### src/uer_pkg.sv
// Shared types and constants for the ultrasonic echo ranger.
// No dependencies; imported by every module of the block.
`default_nettype none

package uer_pkg;

  // Time base and range constants
  localparam int unsigned TICK_NS    = 1000;
  localparam int unsigned MAX_NS     = 40438871;
  localparam int unsigned MUL_NUM    = 106;
  localparam int unsigned MUL_DEN    = 617176;

  localparam int unsigned CNT_W      = 20;
  localparam int unsigned TRIG_W     = 10;
  localparam int unsigned DIST_W     = 13;
  localparam int unsigned REM_W      = 20;

  // Longest echo in ticks that is still in range: ticks*TICK_NS > MAX_NS
  // exactly when ticks > MAX_NS / TICK_NS.
  localparam logic [31:0] MAX_TICKS  = 32'(MAX_NS / TICK_NS);

  // Distance grows by STEP_Q mm and STEP_R / MUL_DEN mm per echo tick.
  localparam int unsigned STEP_K     = TICK_NS * MUL_NUM;
  localparam logic [DIST_W-1:0] STEP_Q = DIST_W'(STEP_K / MUL_DEN);
  localparam logic [REM_W:0]    STEP_R = (REM_W+1)'(STEP_K % MUL_DEN);
  localparam logic [REM_W:0]    DEN    = (REM_W+1)'(MUL_DEN);

  // Register indexes
  localparam logic [1:0] REG_TRIGGER = 2'd0;
  localparam logic [1:0] REG_RISE_TO = 2'd1;
  localparam logic [1:0] REG_FALL_TO = 2'd2;

  // Reset values
  localparam logic [TRIG_W-1:0] TRIGGER_RST = TRIG_W'(10);
  localparam logic [CNT_W-1:0]  RISE_TO_RST = CNT_W'(20000);
  localparam logic [CNT_W-1:0]  FALL_TO_RST = CNT_W'(50000);

  // Status codes
  localparam logic [1:0] ST_OK       = 2'd0;
  localparam logic [1:0] ST_TIMEOUT  = 2'd1;
  localparam logic [1:0] ST_TOO_LONG = 2'd2;

  typedef struct packed {
    logic [TRIG_W-1:0] trigger_ticks;
    logic [CNT_W-1:0]  rise_timeout_ticks;
    logic [CNT_W-1:0]  fall_timeout_ticks;
  } cfg_t;

  typedef struct packed {
    logic              trig_out;
    logic              done_res;
    logic [1:0]        status;
    logic [DIST_W-1:0] distance_mm;
  } res_t;

endpackage

`default_nettype wire

### src/uer_regs.sv
// Configuration register file with an APB-style access port.
// Depends on uer_pkg for register indexes, widths and reset values.
`default_nettype none

module uer_regs (
  input  wire logic         clk_i,
  input  wire logic         rst_ni,
  input  wire logic         psel,
  input  wire logic         penable,
  input  wire logic         pwrite,
  input  wire logic [3:0]   paddr,
  input  wire logic [31:0]  pwdata,
  output logic [31:0]       prdata,
  output logic              pready,
  output uer_pkg::cfg_t     cfg_o
);
  import uer_pkg::*;

  logic [TRIG_W-1:0] trigger_q;
  logic [CNT_W-1:0]  rise_to_q;
  logic [CNT_W-1:0]  fall_to_q;
  logic              wr_en;
  logic [1:0]        reg_idx;

  assign pready  = 1'b1;
  assign wr_en   = psel & penable & pwrite;
  assign reg_idx = paddr[3:2];

  always_ff @(posedge clk_i or negedge rst_ni) begin
    if (!rst_ni) begin
      trigger_q <= TRIGGER_RST;
      rise_to_q <= RISE_TO_RST;
      fall_to_q <= FALL_TO_RST;
    end else if (wr_en) begin
      case (reg_idx)
        REG_TRIGGER: trigger_q <= pwdata[TRIG_W-1:0];
        REG_RISE_TO: rise_to_q <= pwdata[CNT_W-1:0];
        REG_FALL_TO: fall_to_q <= pwdata[CNT_W-1:0];
        default: ;
      endcase
    end
  end

  always_comb begin
    case (reg_idx)
      REG_TRIGGER: prdata = {{(32-TRIG_W){1'b0}}, trigger_q};
      REG_RISE_TO: prdata = {{(32-CNT_W){1'b0}}, rise_to_q};
      REG_FALL_TO: prdata = {{(32-CNT_W){1'b0}}, fall_to_q};
      default:     prdata = '0;
    endcase
  end

  assign cfg_o.trigger_ticks      = trigger_q;
  assign cfg_o.rise_timeout_ticks = rise_to_q;
  assign cfg_o.fall_timeout_ticks = fall_to_q;

endmodule

`default_nettype wire

### src/uer_dist.sv
// Running distance accumulator: tracks echo ticks * TICK_NS * 106 / 617176
// as a quotient and remainder, one add and compare per tick. Uses uer_pkg.
`default_nettype none

module uer_dist (
  input  wire logic                       clk_i,
  input  wire logic                       clr_i,
  input  wire logic                       step_i,
  output logic [uer_pkg::DIST_W-1:0]      dist_next_o
);
  import uer_pkg::*;

  logic [DIST_W-1:0] dist_q, dist_d;
  logic [REM_W-1:0]  rem_q, rem_d;
  logic [REM_W:0]    rem_sum;
  logic              carry;

  always_comb begin
    rem_sum = {1'b0, rem_q} + STEP_R;
    carry   = (rem_sum >= DEN);
    rem_d   = carry ? REM_W'(rem_sum - DEN) : rem_sum[REM_W-1:0];
    dist_d  = dist_q + STEP_Q + DIST_W'(carry);
  end

  assign dist_next_o = dist_d;

  // Cleared on entry to the echo wait, so no reset needed
  always_ff @(posedge clk_i) begin
    if (clr_i) begin
      dist_q <= '0;
      rem_q  <= '0;
    end else if (step_i) begin
      dist_q <= dist_d;
      rem_q  <= rem_d;
    end
  end

endmodule

`default_nettype wire

### src/uer_core.sv
// Measurement sequencer: trigger pulse, echo rise and fall waits, timeouts.
// Depends on uer_pkg and instantiates uer_dist.
`default_nettype none

module uer_core (
  input  wire logic          clk_i,
  input  wire logic          rst_ni,
  input  wire logic          step_i,
  input  wire logic          start_i,
  input  wire logic          echo_i,
  input  wire uer_pkg::cfg_t cfg_i,
  output uer_pkg::res_t      res_o
);
  import uer_pkg::*;

  localparam logic [1:0] PH_IDLE = 2'd0;
  localparam logic [1:0] PH_TRIG = 2'd1;
  localparam logic [1:0] PH_RISE = 2'd2;
  localparam logic [1:0] PH_FALL = 2'd3;

  logic [1:0]        phase_q, phase_d;
  logic [CNT_W-1:0]  count_q, count_d;
  logic [CNT_W-1:0]  count_inc;
  logic              last_echo_q;
  logic              rise_edge, fall_edge;
  logic              dist_clr, dist_step;
  logic [DIST_W-1:0] dist_next;

  uer_dist u_dist (
    .clk_i       (clk_i),
    .clr_i       (step_i & dist_clr),
    .step_i      (step_i & dist_step),
    .dist_next_o (dist_next)
  );

  assign count_inc = count_q + CNT_W'(1);
  assign rise_edge = echo_i & ~last_echo_q;
  assign fall_edge = ~echo_i & last_echo_q;

  always_comb begin
    phase_d   = phase_q;
    count_d   = count_q;
    dist_clr  = 1'b0;
    dist_step = 1'b0;
    res_o     = '{trig_out: 1'b0, done_res: 1'b0, status: ST_OK, distance_mm: '0};
    case (phase_q)
      PH_IDLE: begin
        if (start_i) begin
          phase_d        = PH_TRIG;
          count_d        = CNT_W'(1);
          res_o.trig_out = 1'b1;
        end
      end
      PH_TRIG: begin
        if (count_q >= {{(CNT_W-TRIG_W){1'b0}}, cfg_i.trigger_ticks}) begin
          phase_d = PH_RISE;
          count_d = '0;
        end else begin
          count_d        = count_inc;
          res_o.trig_out = 1'b1;
        end
      end
      PH_RISE: begin
        if (rise_edge) begin
          phase_d  = PH_FALL;
          count_d  = '0;
          dist_clr = 1'b1;
        end else if (count_inc >= cfg_i.rise_timeout_ticks || count_inc == '0) begin
          res_o.done_res = 1'b1;
          res_o.status   = ST_TIMEOUT;
          phase_d        = PH_IDLE;
          count_d        = '0;
        end else begin
          count_d = count_inc;
        end
      end
      PH_FALL: begin
        dist_step = 1'b1;
        count_d   = count_inc;
        if (fall_edge) begin
          res_o.done_res = 1'b1;
          if ({{(32-CNT_W){1'b0}}, count_inc} > MAX_TICKS) begin
            res_o.status = ST_TOO_LONG;
          end else if (count_inc != '0) begin
            res_o.distance_mm = dist_next;
          end
          phase_d = PH_IDLE;
          count_d = '0;
        end else if (count_inc >= cfg_i.fall_timeout_ticks || count_inc == '0) begin
          res_o.done_res = 1'b1;
          res_o.status   = ST_TIMEOUT;
          phase_d        = PH_IDLE;
          count_d        = '0;
        end
      end
      default: begin
        phase_d = PH_IDLE;
        count_d = '0;
      end
    endcase
  end

  always_ff @(posedge clk_i or negedge rst_ni) begin
    if (!rst_ni) begin
      phase_q     <= PH_IDLE;
      count_q     <= '0;
      last_echo_q <= 1'b0;
    end else if (step_i) begin
      phase_q     <= phase_d;
      count_q     <= count_d;
      last_echo_q <= echo_i;
    end
  end

endmodule

`default_nettype wire

### src/ultrasonic_echo_ranger.sv
// Ultrasonic echo ranger, top level: input register, sequencer, result register.
// Depends on uer_pkg, uer_regs, uer_core (with uer_dist).
`default_nettype none

// Each input transaction is one tick of the time base, carrying a start request
// and the sampled echo level; each one yields exactly one result transaction
// with the trigger pin level and, on the tick a measurement ends, a done flag
// with status (ok, timeout, echo too long) and the distance in millimeters.
// Throughput is one transaction per clock cycle while out_stall_i is low; each
// passes the input register and the result register that sandwich the sequencer.
// The distance is kept as a running quotient and remainder while the echo is
// high, so the divide by 617176 costs one add and compare per tick. Write the
// configuration registers (trigger length at 0x0, rise timeout at 0x4, fall
// timeout at 0x8) only while no transaction is in flight. in_stall_o rises only
// when both internal registers are full and the output is stalled.
module ultrasonic_echo_ranger (
  input  wire logic        clk_i,
  input  wire logic        rst_ni,
  // input channel
  input  wire logic        in_valid_i,
  output logic             in_stall_o,
  input  wire logic        start_req_i,
  input  wire logic        echo_i,
  // result channel
  output logic             out_valid_o,
  input  wire logic        out_stall_i,
  output logic             trig_out_o,
  output logic             done_res_o,
  output logic [1:0]       status_o,
  output logic [12:0]      distance_mm_o,
  // configuration port
  input  wire logic        psel,
  input  wire logic        penable,
  input  wire logic        pwrite,
  input  wire logic [3:0]  paddr,
  input  wire logic [31:0] pwdata,
  output logic [31:0]      prdata,
  output logic             pready
);
  import uer_pkg::*;

  cfg_t cfg;
  res_t res_d, res_q;

  logic in_valid_q;
  logic start_q;
  logic echo_q;
  logic out_valid_q;
  logic advance;
  logic in_take;

  uer_regs u_regs (
    .clk_i   (clk_i),
    .rst_ni  (rst_ni),
    .psel    (psel),
    .penable (penable),
    .pwrite  (pwrite),
    .paddr   (paddr),
    .pwdata  (pwdata),
    .prdata  (prdata),
    .pready  (pready),
    .cfg_o   (cfg)
  );

  // Move the held tick into the result register when that slot frees up
  assign advance    = in_valid_q & (~out_valid_q | ~out_stall_i);
  // Stall upstream only while the held tick cannot advance
  assign in_stall_o = in_valid_q & ~advance;
  assign in_take    = in_valid_i & ~in_stall_o;

  uer_core u_core (
    .clk_i   (clk_i),
    .rst_ni  (rst_ni),
    .step_i  (advance),
    .start_i (start_q),
    .echo_i  (echo_q),
    .cfg_i   (cfg),
    .res_o   (res_d)
  );

  // Input register: valid bit
  always_ff @(posedge clk_i or negedge rst_ni) begin
    if (!rst_ni) begin
      in_valid_q <= 1'b0;
    end else if (in_take) begin
      in_valid_q <= 1'b1;
    end else if (advance) begin
      in_valid_q <= 1'b0;
    end
  end

  // Input register: payload
  always_ff @(posedge clk_i) begin
    if (in_take) begin
      start_q <= start_req_i;
      echo_q  <= echo_i;
    end
  end

  // Result register: valid bit; drop it once the transaction is taken
  always_ff @(posedge clk_i or negedge rst_ni) begin
    if (!rst_ni) begin
      out_valid_q <= 1'b0;
    end else if (advance) begin
      out_valid_q <= 1'b1;
    end else if (~out_stall_i) begin
      out_valid_q <= 1'b0;
    end
  end

  // Result register: payload, held while stalled
  always_ff @(posedge clk_i) begin
    if (advance) begin
      res_q <= res_d;
    end
  end

  assign out_valid_o   = out_valid_q;
  assign trig_out_o    = res_q.trig_out;
  assign done_res_o    = res_q.done_res;
  assign status_o      = res_q.status;
  assign distance_mm_o = res_q.distance_mm;

`ifndef SYNTH
  // Trigger drive and measurement completion never share a tick
  a_trig_done_excl: assert property (@(posedge clk_i) disable iff (!rst_ni)
    out_valid_o |-> !(trig_out_o && done_res_o))
    else $error("trigger and done in the same result");

  // Idle ticks carry a clean status and distance
  a_not_done_clean: assert property (@(posedge clk_i) disable iff (!rst_ni)
    (out_valid_o && !done_res_o) |-> (status_o == ST_OK && distance_mm_o == '0))
    else $error("status or distance set without done");

  // A failed measurement reports no distance
  a_fail_no_dist: assert property (@(posedge clk_i) disable iff (!rst_ni)
    (out_valid_o && status_o != ST_OK) |-> (distance_mm_o == '0))
    else $error("distance reported with error status");

  // Upstream is held off only behind a full, stalled result register
  a_stall_cause: assert property (@(posedge clk_i) disable iff (!rst_ni)
    in_stall_o |-> (out_valid_o && out_stall_i))
    else $error("input stalled without output backpressure");
`endif

endmodule

`default_nettype wire
### config.mk
export PLATFORM = sky130hd
export DESIGN_NAME = ultrasonic_echo_ranger
export DESIGN_NICKNAME = d
export VERILOG_FILES = /design/src/uer_pkg.sv /design/src/uer_regs.sv /design/src/uer_dist.sv /design/src/uer_core.sv /design/src/ultrasonic_echo_ranger.sv
export SDC_FILE = /design/constraint.sdc
export NUM_CORES = 1
export LEC_CHECK = 0
export ABC_AREA = 1
export BUFFER_PORTS_ARGS = -buffer_cell sky130_fd_sc_hd__buf_4
export CORE_ASPECT_RATIO = 0.7
export CORE_MARGIN = 2
export CORE_UTILIZATION = 59
export CTS_CLUSTER_SIZE = 20
export DETAILED_ROUTE_END_ITERATION = 12
export PLACE_DENSITY = 0.8
export SYNTH_ARGS = -nofsm -noshare
export SYNTH_HDL_FRONTEND = slang
export SYNTH_SLANG_ARGS = --single-unit
### constraint.sdc
create_clock -name clk_i -period 7 [get_ports clk_i]
set_input_delay 1.4 -clock clk_i [delete_from_list [all_inputs] [get_ports clk_i]]
set_output_delay 1.4 -clock clk_i [all_outputs]
set_load 0.005 [all_outputs]
# Yosys cells after proc, flatten, opt, wreduce, memory -nomap -nowiden
# Cells that the tools add are included.
# totals
register_bits	127
in_bits	45
# classes
n_bitwise	19
n_reduce_logical	13
add_sub_neg	4
eq_ne	10
order_cmp	5
muxes	32
# op_table
operator	count
$mux W20	7
$pmux W20 S4	1
$pmux W20 S3	1
$ge A20 B20 Y1	2
$add A20 B17 Y21 const B	1
$ge A21 B20 Y1 const B	1
$add A20 B1 Y20 const B	1
$ge A20 B10 Y1	1
$gt A20 B16 Y1 const B	1
$logic_not A20 Y1	1
$reduce_bool A20 Y1	1
$sub A20 B20 Y20 const B	1
$mux W2	7
$add A13 B1 Y13	1
$mux W3	4
$and A1 B1 Y1	9
$mux W1	9
$not A1 Y1	9
$pmux W2 S4	1
$reduce_and A2 Y1	4
$eq A2 B2 Y1 const B	3
$ne A3 B1 Y1 const B	2
$pmux W3 S2	1
$reduce_and A5 Y1	1
other kinds (9)	13

# Logic depth before layout (Yosys ltp)
# Gate-level depths: netlist (run 1).
# depth
word_depth	8
mapped_depth	28
depth_no_buf	27

# By module
# A second synthesis (run 1) with hierarchy kept.
# unflattened
cells_unflattened	1304
area_unflattened_um2	8934.8
# modules_own_cells
mod	n_inst	area_each_um2	seq_area_each_um2	cells_each
uer_core	1	3241.9	575.6	507
uer_dist	1	2657.5	600.6	450
uer_regs	1	2369.8	1267.5	316
ultrasonic_echo_ranger	1	665.6	620.6	31

# Worst setup path before layout (run 1)
# No wires, ideal clock.
# synth_path
kind	input port to flip-flop
start	input out_stall_i
end	register u_core.u_dist.dist_q[10]
t_arrival_ns	3.522
required_time_ns	6.885
slack_ns	3.362
cell_stages	9
setup_time_ns	0.115
cell_sequence	nand2_1 inv_1 nor2_1 inv_1 nor2_1 clkinv_1 clkbuf_1 o21ai_0 inv_1
# synth_via
elab_chain_cells	4
# synth_lines
element	line_no	text
from (decl)	ultrasonic_echo_ranger.sv:26	input wire logic out_stall_i,
$not A1 Y1 (*)	-	
$or A1 B1 Y1 (*)	ultrasonic_echo_ranger.sv:66	assign advance = in_valid_q & (~out_valid_q | ~out_stall_i);
$and A1 B1 Y1 (*)	ultrasonic_echo_ranger.sv:66	
via advance	ultrasonic_echo_ranger.sv:49	logic advance;
$and A1 B1 Y1, on equally long branches	uer_core.sv:32, uer_core.sv:31	
to (signal assigned)	uer_dist.sv:33	dist_q <= dist_d;
to (decl)	uer_dist.sv:13	logic [DIST_W-1:0] dist_q, dist_d;
# The timed path passes the listed nets; every way through them passes the cells marked *.
# A chain may end at the register's enable or synchronous reset.

# Worst setup path after layout (run 1)
# layout_path
start	register u_core.u_dist.rem_q[5]
end	register res_q, in the netlist distance_mm_o[12], data pin
# layout_via
elab_chain_cells	3
# layout_lines
element	line_no	text
from (decl)	uer_dist.sv:14	logic [REM_W-1:0] rem_q, rem_d;
from (signal assigned)	uer_dist.sv:34	rem_q <= rem_d;
$add A20 B17 Y21	uer_dist.sv:19	rem_sum = {1'b0, rem_q} + STEP_R;
$ge A21 B20 Y1	uer_dist.sv:20	carry = (rem_sum >= DEN);
$add A13 B1 Y13	uer_dist.sv:22	dist_d = dist_q + STEP_Q + DIST_W'(carry);
to (signal assigned)	ultrasonic_echo_ranger.sv:114	res_q <= res_d;
to (decl)	ultrasonic_echo_ranger.sv:43	res_t res_d, res_q;
# Every way passes these cells.

==> results of run 1 <==
[routing by layer]
layer / up-vias / GRT usage, %
met1: 3553 / 45.2
met3: 30 / 8.55
met2: 349 / 39.6
li1: 3902 / -
met5: - / 0
met4: 0 / 6.93
[worst paths after layout]
kind	startpoint	endpoint	slack [ps]	depth (start not counted)
worst min register to register	in_valid_q	out_valid_o	480	2
min in group asynchronous	rst_ni	u_regs.fall_to_q[5]	1120	1
worst max-delay path	u_core.u_dist.rem_q[5]	distance_mm_o[12]	2560	24
max in group asynchronous	rst_ni	u_core.count_q[13]	5240	1
worst min-delay path	in_valid_q	out_valid_o	480	2
worst max register to register	u_core.u_dist.rem_q[5]	distance_mm_o[12]	2560	24
[cell type report]
class | instances | area share [%]
repair buffers | 74 | 5.80
clock inverters | 14 | 1.48
inverters | 217 | 8.50
flip-flops and latches | 124 | 32.0
well taps | 190 | 2.48
clock buffers | 18 | 4.70
multi-input cells | 820 | 45.1
[worst max-delay path, delay by kind of cell (launching register included)]
kind,cells,cell delay [ps]
buffers and inverters,2,140
AND/OR/NAND/NOR,18,2740
XOR/XNOR,1,180
flip-flops,1,390
adder cells (fa/ha/maj),3,730
[logic make-up (layout without fill, tap and decap cells)]
logic type / after synthesis / after routing
other: 2 / 13
adder cells (fa/ha/maj): 57 / 57
AO/OA/AOI/OAI: 186 / 186
XOR/XNOR: 26 / 26
AND/OR/NAND/NOR: 538 / 538
buffers and inverters: 262 / 323
flip-flops: 124 / 124
[flip-flops by register name (all words and copies together), names as in the netlist]
register	flops
distance_mm_o	13
done_res_o	1
echo_q	1
in_valid_q	1
out_valid_o	1
start_q	1
status_o	2
trig_out_o	1
u_core.count_q	20
u_core.last_echo_q	1
u_core.phase_q	2
u_core.u_dist.dist_q	13
u_core.u_dist.rem_q	17
u_regs.fall_to_q	20
u_regs.rise_to_q	20
u_regs.trigger_q	10
[power breakdown]
| group | leakage [uW] | total (uW) | switching (uW) | internal [uW] |
|---|---|---|---|---|
| combinational | 0.00336 | 1530 | 992 | 534 |
| clock | 0.000291 | 887 | 365 | 523 |
| sequential | 0.00138 | 1060 | 144 | 920 |
[stage by stage]
| step | setup WS [ps] | total power, uW | util (%) | cell area (um^2) |
|---|---|---|---|---|
| CTS | 2570 | 3470 | 68.9 | 9590 |
| global route | 2170 | 3760 | 68.9 | 9590 |
| finish | 2560 | 3480 | 68.9 | 9590 |
| detailed placement | 2610 | 2560 | 64.6 | 8990 |
| floorplan | 3360 | 2220 | - | 8450 |
| global placement | 2700 | 2510 | 64.6 | 8990 |
[Yosys cell counts (4+ instances only)]
| master | n | share of area, % |
|---|---|---|
| o21ai_0 | 103 | 6.1 |
| nor2_1 | 101 | 4.5 |
| o22ai_1 | 10 | 0.74 |
| o221ai_1 | 9 | 0.94 |
| buf_2 | 4 | 0.24 |
| edfxtp_1 | 19 | 6.8 |
| buf_4 | 14 | 1.3 |
| xnor2_1 | 4 | 0.42 |
| nand2_2 | 21 | 1.6 |
| clkbuf_1 | 23 | 1.0 |
| nor2_2 | 5 | 0.37 |
| dfxtp_1 | 30 | 7.1 |
| inv_1 | 213 | 9.5 |
| a21oi_1 | 50 | 3.0 |
| o211ai_1 | 6 | 0.54 |
| nand4_1 | 7 | 0.52 |
| ha_1 | 57 | 8.5 |
| nand3_1 | 94 | 5.6 |
| nor3_1 | 6 | 0.36 |
| dfrtp_1 | 62 | 18 |
| dfstp_2 | 13 | 4.1 |
| xor2_1 | 21 | 2.2 |
| nand2_1 | 287 | 13 |
==> flow_summary.yaml, run 1 <==
critical_path:
  path_cells: "ha_1, nand2_2, nor2_4, inv_2, nand2_4, nand2_2, nand2_2, nand2_2, nand2_4, nand2_2, nor2_2, nand2_1, or2_0, nand2_4, ha_1, ha_1, nand3_1, nor2_1, nand2_1, nor3_1, nand4_1, xor2_1, inv_1, nor2_1"
  crit_path_end_kind: "register"
  critPathKind: "reg -> reg"
  cp_slowest_cell: "or2_0"
  arrival_ps: 4600
  cp_max_fo: 18
  required_ps: 7160
  critPathMaxStageDelay_ps: 590
  start_kind: "register"
  crit_top_cell: "nand2_2"
cts:
  tritoncts: "done"
  path_clk_slew_ps: 60
  cts_buffers: 17
  cts_root_buffer: "clkbuf_16"
  hold_buffers: 0
  cts_resized: 0
  clock_sinks: 124
  post_cts_buffers: 0
  clk_latency_ps: 420
  htree_levels: 4
  cts_buffer_depth: 2
detailed_routing:
  drc: 0
  wl_met3_um: 2100
  ant_nets: 0
  firstDrtPassIters: 5
  dr_total_vias: 7834
  wl_met1_um: 10400
  met2_length_um: 8640
  top_layer: "met4"
  wl_per_cell_um: 14.6
  drt_wl_total_um: 21300
  vias_per_cell: 5.38
  drtIter0Drc: 772
timing:
  setup_tns_ps: 0
  relSlewSlack_pct: 17.5
  fin_crit_ps: 4440
  rsz0062_at_grt: "false"
  worst_pin_slew_ps: 1230
  final_max_slew_viol_count: 0
  setup_viol: 0
  max_freq_mhz: 225
  fin_hold_ws_ps: 479
  finClkSkew_ps: 8.92
  finalCritPeriodShare_pct: 63.4
  hold_viol: 0
hold_path:
  min_path_type: "reg -> reg"
place:
  dpl.cell_count: 1425
  io_buffers: 69
  dp_hpwl_um: 15600
  gp_congestion: 0.958
pwr:
  powerDensity_nw_per_um2: 363
  vdd_drop_max_uv: 206
  leakagePower_uw: 0.00503
run_status:
  status: "complete, no violations"
synthesis:
  synthAdderAreaFrac_pct: 8.49
  synth_xor_area_share_pct: 2.80
  synth_seq_cells: 124
  synth_simple_gate_area_share_pct: 27.5
  ys_types: 50
  synthFlopType: "dfrtp_1"
  synth_edf_count: 19
  netlist_instances: 1195
  synthMuxAreaShare_pct: 0
  ys_async_sr_fraction_pct: 60.5
  netlist_area_um2: 8400
  synth_area_per_cell_um2: 7.03
  synth_compound_area_share_pct: 12.0
  yosysWarnings: 0
  synth_top_family_by_area: "simple AND/OR/NAND/NOR gates"
  yosysSeqAreaShare_pct: 36.5
floorplanning:
  pin_count: 97
  die_w_um: 147
  core_um2: 13900
  rows: 36
  start_util_pct: 60.4
  dieArea_um2: 15200
  die_h_um: 104
final_layout:
  drive_gt1_share_pct: 12.5
  multi_input_area_um2: 4320
  num_antenna_cells: 0
  regArea_um2: 3060
  nFillCells: 1166
  layout_commonest_cell: "nand2_1"
  mostFrequentLayoutCells: "nand2_1 (287), inv_1 (213), o21ai_0 (103)"
  final-instance-count-excl-fill: 1457
  nets: 1356
  syn_to_final_growth_pct: 14.1
global_route:
  grt_pass1_wl_um: 35600
  grt_max_degree: 76
  overflow: 0
  antenna_found_initial: 0
  grt_pass1_vias: 7170
  track_usage_pct: 29.1
flow_run:
  max_cap_violations: 0
(Power assumes the default switching activity.)
==> inputs of run 2 (changes only) <==
--- a/config.mk
+++ b/config.mk
@@ -5,14 +5,14 @@
 export SDC_FILE = /design/constraint.sdc
 export NUM_CORES = 1
 export LEC_CHECK = 0
-export ABC_AREA = 1
+export ABC_AREA = 0
 export BUFFER_PORTS_ARGS = -buffer_cell sky130_fd_sc_hd__buf_4
 export CORE_ASPECT_RATIO = 0.7
 export CORE_MARGIN = 2
-export CORE_UTILIZATION = 59
+export CORE_UTILIZATION = 54
 export CTS_CLUSTER_SIZE = 20
 export DETAILED_ROUTE_END_ITERATION = 12
-export PLACE_DENSITY = 0.8
+export PLACE_DENSITY = 0.78
 export SYNTH_ARGS = -nofsm -noshare
 export SYNTH_HDL_FRONTEND = slang
 export SYNTH_SLANG_ARGS = --single-unit
==> constraint.sdc (replaced) <==
create_clock -name clk_i -period 3.85 [get_ports clk_i]
set_input_delay 0.77 -clock clk_i [delete_from_list [all_inputs] [get_ports clk_i]]
set_output_delay 0.77 -clock clk_i [all_outputs]
set_load 0.005 [all_outputs]
==> run 2 against run 1 <==
  * Largest power group unchanged
  * Register-to-register slack worse by 2500 ps
  * Synthesized cell count down 18%
  * Combinational power up 52%
  * Clock skew up 1.0 ps
==> flow_summary.yaml, run 2 <==
timing:
  rsz0062_at_grt: "true"
  hold_viol: 0
  worst_pin_slew_ps: 982
  finClkSkew_ps: 9.93
  final_max_slew_viol_count: 0
  fin_crit_ps: 3820
  finalCritPeriodShare_pct: 99.2
  max_freq_mhz: 262
  relSlewSlack_pct: 34.6
  setup_viol: 0
pwr:
  vdd_drop_max_uv: 385
  combPwrFrac_pct: 40.4
  powerDensity_nw_per_um2: 549
  p_seq_share_pct: 32.1
  leakagePower_uw: 0.00481
  p_sw_uw: 2190
  swShare_pct: 38.0
  power_frac_clock_pct: 27.5
  power.internal_uw: 3570
global_route:
  overflow: 0
  grt_pass1_wl_um: 36200
  antenna_found_initial: 0
  grt_pass1_vias: 7154
  grt_max_degree: 76
  track_usage_pct: 27.2
detailed_routing:
  drtIter0Drc: 679
  firstDrtPassIters: 5
  ant_nets: 0
  vias_per_cell: 5.87
  wl_per_cell_um: 17.1
  drc: 0
  dr_total_vias: 7796
  drt_wl_total_um: 22600
critical_path:
  critPathKind: "reg -> reg"
  worstRegToRegCells: 15
  timing.reg2reg.setup_slack_ps: 30
  critPathLaunch: "u_core.count_q[1]"
  cp_max_fo: 5
  required_ps: 4150
  cp-endpoint: "u_core.phase_q[1]"
  crit_path_end_kind: "register"
  arrival_ps: 4120
  start_kind: "register"
  worst_r2r_endpoint: "u_core.phase_q[1]"
  rr_startpoint: "u_core.count_q[1]"
final_layout:
  layout_commonest_cell: "buf_4"
  mostFrequentLayoutCells: "buf_4 (172), nand2_1 (116), o21ai_0 (77)"
  num_antenna_cells: 0
  final_area_um2: 10500
  syn_to_final_growth_pct: 25.0
  nets: 1217
  drive_gt1_share_pct: 24.3
  final-instance-count-excl-fill: 1328
  reg.largest.list: "u_core.count_q (20), u_regs.fall_to_q (20), u_regs.rise_to_q (20)"
cts:
  cts_buffer_depth: 2
  hold_buffers: 0
  cts_buffers: 17
  tritoncts: "done"
  path_clk_slew_ps: 60
  clock_sinks: 124
  cts_root_buffer: "clkbuf_16"
  clk_latency_ps: 420
  htree_levels: 4
place:
  dp_hpwl_um: 16300
  dpl.cell_count: 1294
  placed_area_um2: 9710
  gp_congestion: 0.978
  io_buffers: 69
synthesis:
  synthFlopType: "dfrtp_1"
  ys_types: 72
  synth_edf_count: 19
  ys_top_cells_by_count: "nand2_1 (117), o21ai_0 (79), inv_1 (64)"
  synth_seq_cells: 124
  netlist_top_cells_area: "dfrtp_1 (18%), ha_1 (8.5%), dfxtp_1 (7.1%)"
  synth_top_area_share_pct: 18.5
  yosysWarnings: 0
  ys_async_sr_fraction_pct: 60.5
  synth_area_per_cell_um2: 8.58
  netlist_area_um2: 8400
  synth_largest_area_cell: "dfrtp_1"
  netlist_instances: 980
  yosysMostFrequentCell: "nand2_1"
  yosysSeqAreaShare_pct: 36.5
run_status:
  status: "complete, no violations"
floorplanning:
  die_h_um: 108
  dieArea_um2: 16600
  pin_count: 97
  rows: 38
  start_util_pct: 54.7
  core_um2: 15400
  die_w_um: 153
hold_path:
  min_path_type: "in -> async"
flow_run:
  max_cap_violations: 0
run 2: power groups by stage:
stage                     Combinational (uW)  Sequential [uW]  Clock, uW
final                                   2330             1850       1580
after floorplan                         1460             1770          0
after CTS                               2190             1840       1600
after global placement                  2100             1840          0
after global routing                    2560             1880       1650
after detailed placement                2150             1860          0
run 2: repair_timing:
action	4_1_cts	5_1_grt
setup endpoints to repair	10	29
cloned	0	0
resized for setup	9	31
pin swaps	5	20
setup buffers	0	3
run 2: cells by family after synthesis:
group	Yosys count	synth area share, %
AND/OR/NAND/NOR	337	19.7
AO/OA/AOI/OAI	242	19.1
buffers and inverters	134	6.70
flip-flops	124	36.5
adder cells (fa/ha/maj)	57	8.49
XOR/XNOR	52	5.42
multiplexers	32	3.99
other	2	0.0894
run 2: per-layer routing:
layer / part of all wire, % / GRT usage [%] / up-vias / wire, um
li1: - / - / 3762 / -
met1: 49 / 40.8 / 3709 / 11100
met2: 42 / 39.5 / 307 / 9510
met3: 8.0 / 6.69 / 18 / 1820
met4: 0.72 / 6.08 / 0 / 163
met5: 0 / 0 / - / 0
run 2: how the worst min path moves through the flow:
stage | slack, ps | cells after the start | from | to
after floorplan | 440 | 2 | u_core.u_dist.dist_q[0] | u_core.u_dist.dist_q[0]
after global placement | 450 | 2 | u_core.u_dist.dist_q[0] | u_core.u_dist.dist_q[0]
after detailed placement | 460 | 2 | u_core.u_dist.dist_q[0] | u_core.u_dist.dist_q[0]
after CTS | 470 | 2 | u_core.u_dist.dist_q[0] | u_core.u_dist.dist_q[0]
after global routing | 520 | 1 | echo_i | echo_q
final | 490 | 1 | rst_ni | u_regs.fall_to_q[10]
run 2: final cells by class:
type | instances | area (um^2)
inverter | 65 | 244
fill | 1199 | 4850
clock inverter | 14 | 144
timing repair buffer | 174 | 1320
clock buffer | 18 | 429
sequential | 124 | 3070
multi-input combinational | 733 | 5050
tap | 200 | 250
run 2: metrics by stage:
| step | hold slack, ps | setup slack (ps) | TNS [ps] | total power [uW] | util (%) |
|---|---|---|---|---|---|
| 6_report | 494 | 32.6 | 0 | 5760 | 68.4 |
| 5_1_grt | 517 | -147 | -1790 | 6090 | 68.4 |
| 3_5_place_dp | 464 | -68.2 | -125 | 4000 | 63.2 |
| 3_3_place_gp | 449 | -49.3 | -64.4 | 3940 | 63.2 |
| 4_1_cts | 471 | 1.44 | 0 | 5620 | 67.3 |
| 2_1_floorplan | 440 | -90.6 | -90.6 | 3220 | - |
run 2: worst max-delay path, stage by stage, from the launching register on:
cell and delay, ps:
dfrtp_1 380, ha_2 210, nand2_2 70, or3_4 410
nor3_4 150, nand3_2 120, xnor2_2 170, ha_1 310
nand4_1 120, or2_4 280, o41a_1 440, nand3_1 120
a21boi_2 90, buf_6 130, or3_4 410, a211o_1 270
==> inputs of run 3 (changes only) <==
--- a/config.mk
+++ b/config.mk
@@ -10,6 +10,7 @@
 export CORE_ASPECT_RATIO = 0.7
 export CORE_MARGIN = 2
 export CORE_UTILIZATION = 54
+export CTS_BUF_LIST = sky130_fd_sc_hd__clkbuf_16
 export CTS_CLUSTER_SIZE = 20
 export DETAILED_ROUTE_END_ITERATION = 12
 export PLACE_DENSITY = 0.78
==> run 3 against run 2 <==
  * Utilization unchanged
  * Cell count unchanged
  * Combinational power about the same
  * Global-route usage unchanged
  * Register-to-register slack about the same
  * Routed wire length about the same
  * Die area unchanged
  * Hold slack got worse by 0.51 ps
  * Setup slack about the same
  * Critical path depth unchanged
  * Final area unchanged
  * Critical path type unchanged
  * Largest power group unchanged
==> flow_summary.yaml, run 3 (synthesis gave the netlist of run 2 again) <==
run_status:
  status: "complete, no violations"
global_route:
  antenna_found_initial: 0
  grt_pass1_vias: 7154
  overflow: 0
  grt_max_degree: 76
  track_usage_pct: 27.2
  grt_pass1_wl_um: 36200
floorplanning:
  pin_count: 97
  die_w_um: 153
  core_um2: 15400
  die_h_um: 108
  rows: 38
  dieArea_um2: 16600
  start_util_pct: 54.7
critical_path:
  path_cells: "ha_2, nand2_2, or3_4, nor3_4, nand3_2, xnor2_2, ha_1, nand4_1, or2_4, o41a_1, nand3_1, a21boi_2, buf_6, or3_4, a211o_1"
  cp_slowest_cell: "o41a_1"
  arrival_ps: 4120
  crit_path_end_kind: "register"
  cp.buffers_inverters: 1
  critPathKind: "reg -> reg"
  cp_max_fo: 5
  required_ps: 4150
  start_kind: "register"
  critPathTopFamily: "simple AND/OR/NAND/NOR gates"
  crit_top_cell: "or3_4"
  critPathMaxStageDelay_ps: 440
final_layout:
  syn_to_final_growth_pct: 25.0
  num_antenna_cells: 0
  final_area_um2: 10500
  drive_gt1_share_pct: 24.3
  layout_commonest_cell: "buf_4"
  nets: 1217
  reg.largest.list: "u_core.count_q (20), u_regs.fall_to_q (20), u_regs.rise_to_q (20)"
  nFillCells: 1199
  mostFrequentLayoutCells: "buf_4 (172), nand2_1 (116), o21ai_0 (77)"
timing:
  max_freq_mhz: 262
  hold_viol: 0
  worst_slack_ps: 32.8
  final_max_slew_viol_count: 0
  rsz0062_at_grt: "true"
  worst_pin_slew_ps: 981
  finalCritPeriodShare_pct: 99.1
  finClkSkew_ps: 9.84
  setup_viol: 0
  fin_crit_ps: 3820
  relSlewSlack_pct: 34.6
cts:
  clock_sinks: 124
  htree_levels: 4
  cts_root_buffer: "clkbuf_16"
  path_clk_slew_ps: 60
  clk_latency_ps: 420
  cts_buffer_depth: 2
  tritoncts: "done"
  hold_buffers: 0
  cts_buffers: 17
place:
  io_buffers: 69
  gp_congestion: 0.978
  place_ws_ps: -68.2
  placed_area_um2: 9710
  dp_hpwl_um: 16300
pwr:
  leakagePower_uw: 0.00481
  vdd_drop_max_uv: 385
  powerDensity_nw_per_um2: 548
  report.power.total_uw: 5760
detailed_routing:
  ant_nets: 0
  firstDrtPassIters: 5
  vias_per_cell: 5.87
  wl_per_cell_um: 17.0
  drtIter0Drc: 680
  dr_total_vias: 7798
  drc: 0
  drt_wl_total_um: 22600
flow_run:
  max_cap_violations: 0
hold_path:
  min_path_type: "in -> async"
run 3: cell count changes in the layout (fill, tap and decap cells not counted):
cell and change:
clkbuf_1 -1, inv_1 +1
run 3: routing by layer:
| metal | global-route usage, % | routed length, um | vias to the layer above | share of wire, % |
|---|---|---|---|---|
| li1 | - | - | 3762 | - |
| met1 | 40.8 | 11100 | 3709 | 49 |
| met2 | 39.5 | 9510 | 309 | 42 |
| met5 | 0 | 0 | - | 0 |
| met3 | 6.69 | 1840 | 18 | 8.1 |
| met4 | 6.08 | 163 | 0 | 0.72 |
run 3: timing repair:
item | in CTS | in global routing
cloned | 0 | 0
buffers inserted | 0 | 3
pin swaps | 5 | 20
setup endpoints to repair | 10 | 29
gates resized for setup | 9 | 31
run 3: metrics by stage:
step | util [%] | hold slack, ps | TNS, ps | cells
after CTS | 67.3 | 471 | 0 | 1326
after global placement | 63.2 | 449 | -64.4 | 1294
final | 68.4 | 494 | 0 | 1328
after detailed placement | 63.2 | 464 | -125 | 1294
after floorplan | - | 440 | -90.6 | 991
after global routing | 68.4 | 517 | -1790 | 1328
run 3: area by class of cell:
type	count	area (um^2)	area share, %
Clock buffer	17	425	4.05
Clock inverter	15	148	1.41
Inverter	65	244	2.32
Multi-Input combinational cell	733	5050	48.1
Sequential cell	124	3070	29.2
Tap cell	200	250	2.38
Timing Repair Buffer	174	1320	12.6
run 3: worst paths after layout:
path | start | end | slack (ps) | depth (start not counted)
worst min register to register | u_core.u_dist.dist_q[0] | u_core.u_dist.dist_q[0] | 500 | 2
min in group clk_i | u_core.u_dist.dist_q[0] | u_core.u_dist.dist_q[0] | 500 | 2
worst max-delay path | u_core.count_q[1] | u_core.phase_q[1] | 30 | 15
worst max register to register | u_core.count_q[1] | u_core.phase_q[1] | 30 | 15
max in group asynchronous | rst_ni | u_core.count_q[18] | 2700 | 1
worst min-delay path | rst_ni | u_regs.fall_to_q[10] | 490 | 1
run 3: power breakdown:
part | total (uW) | internal [uW] | switching [uW] | leakage, uW
combinational | 2330 | 1010 | 1320 | 0.00319
clock | 1580 | 951 | 630 | 0.000274
sequential | 1850 | 1610 | 243 | 0.00135
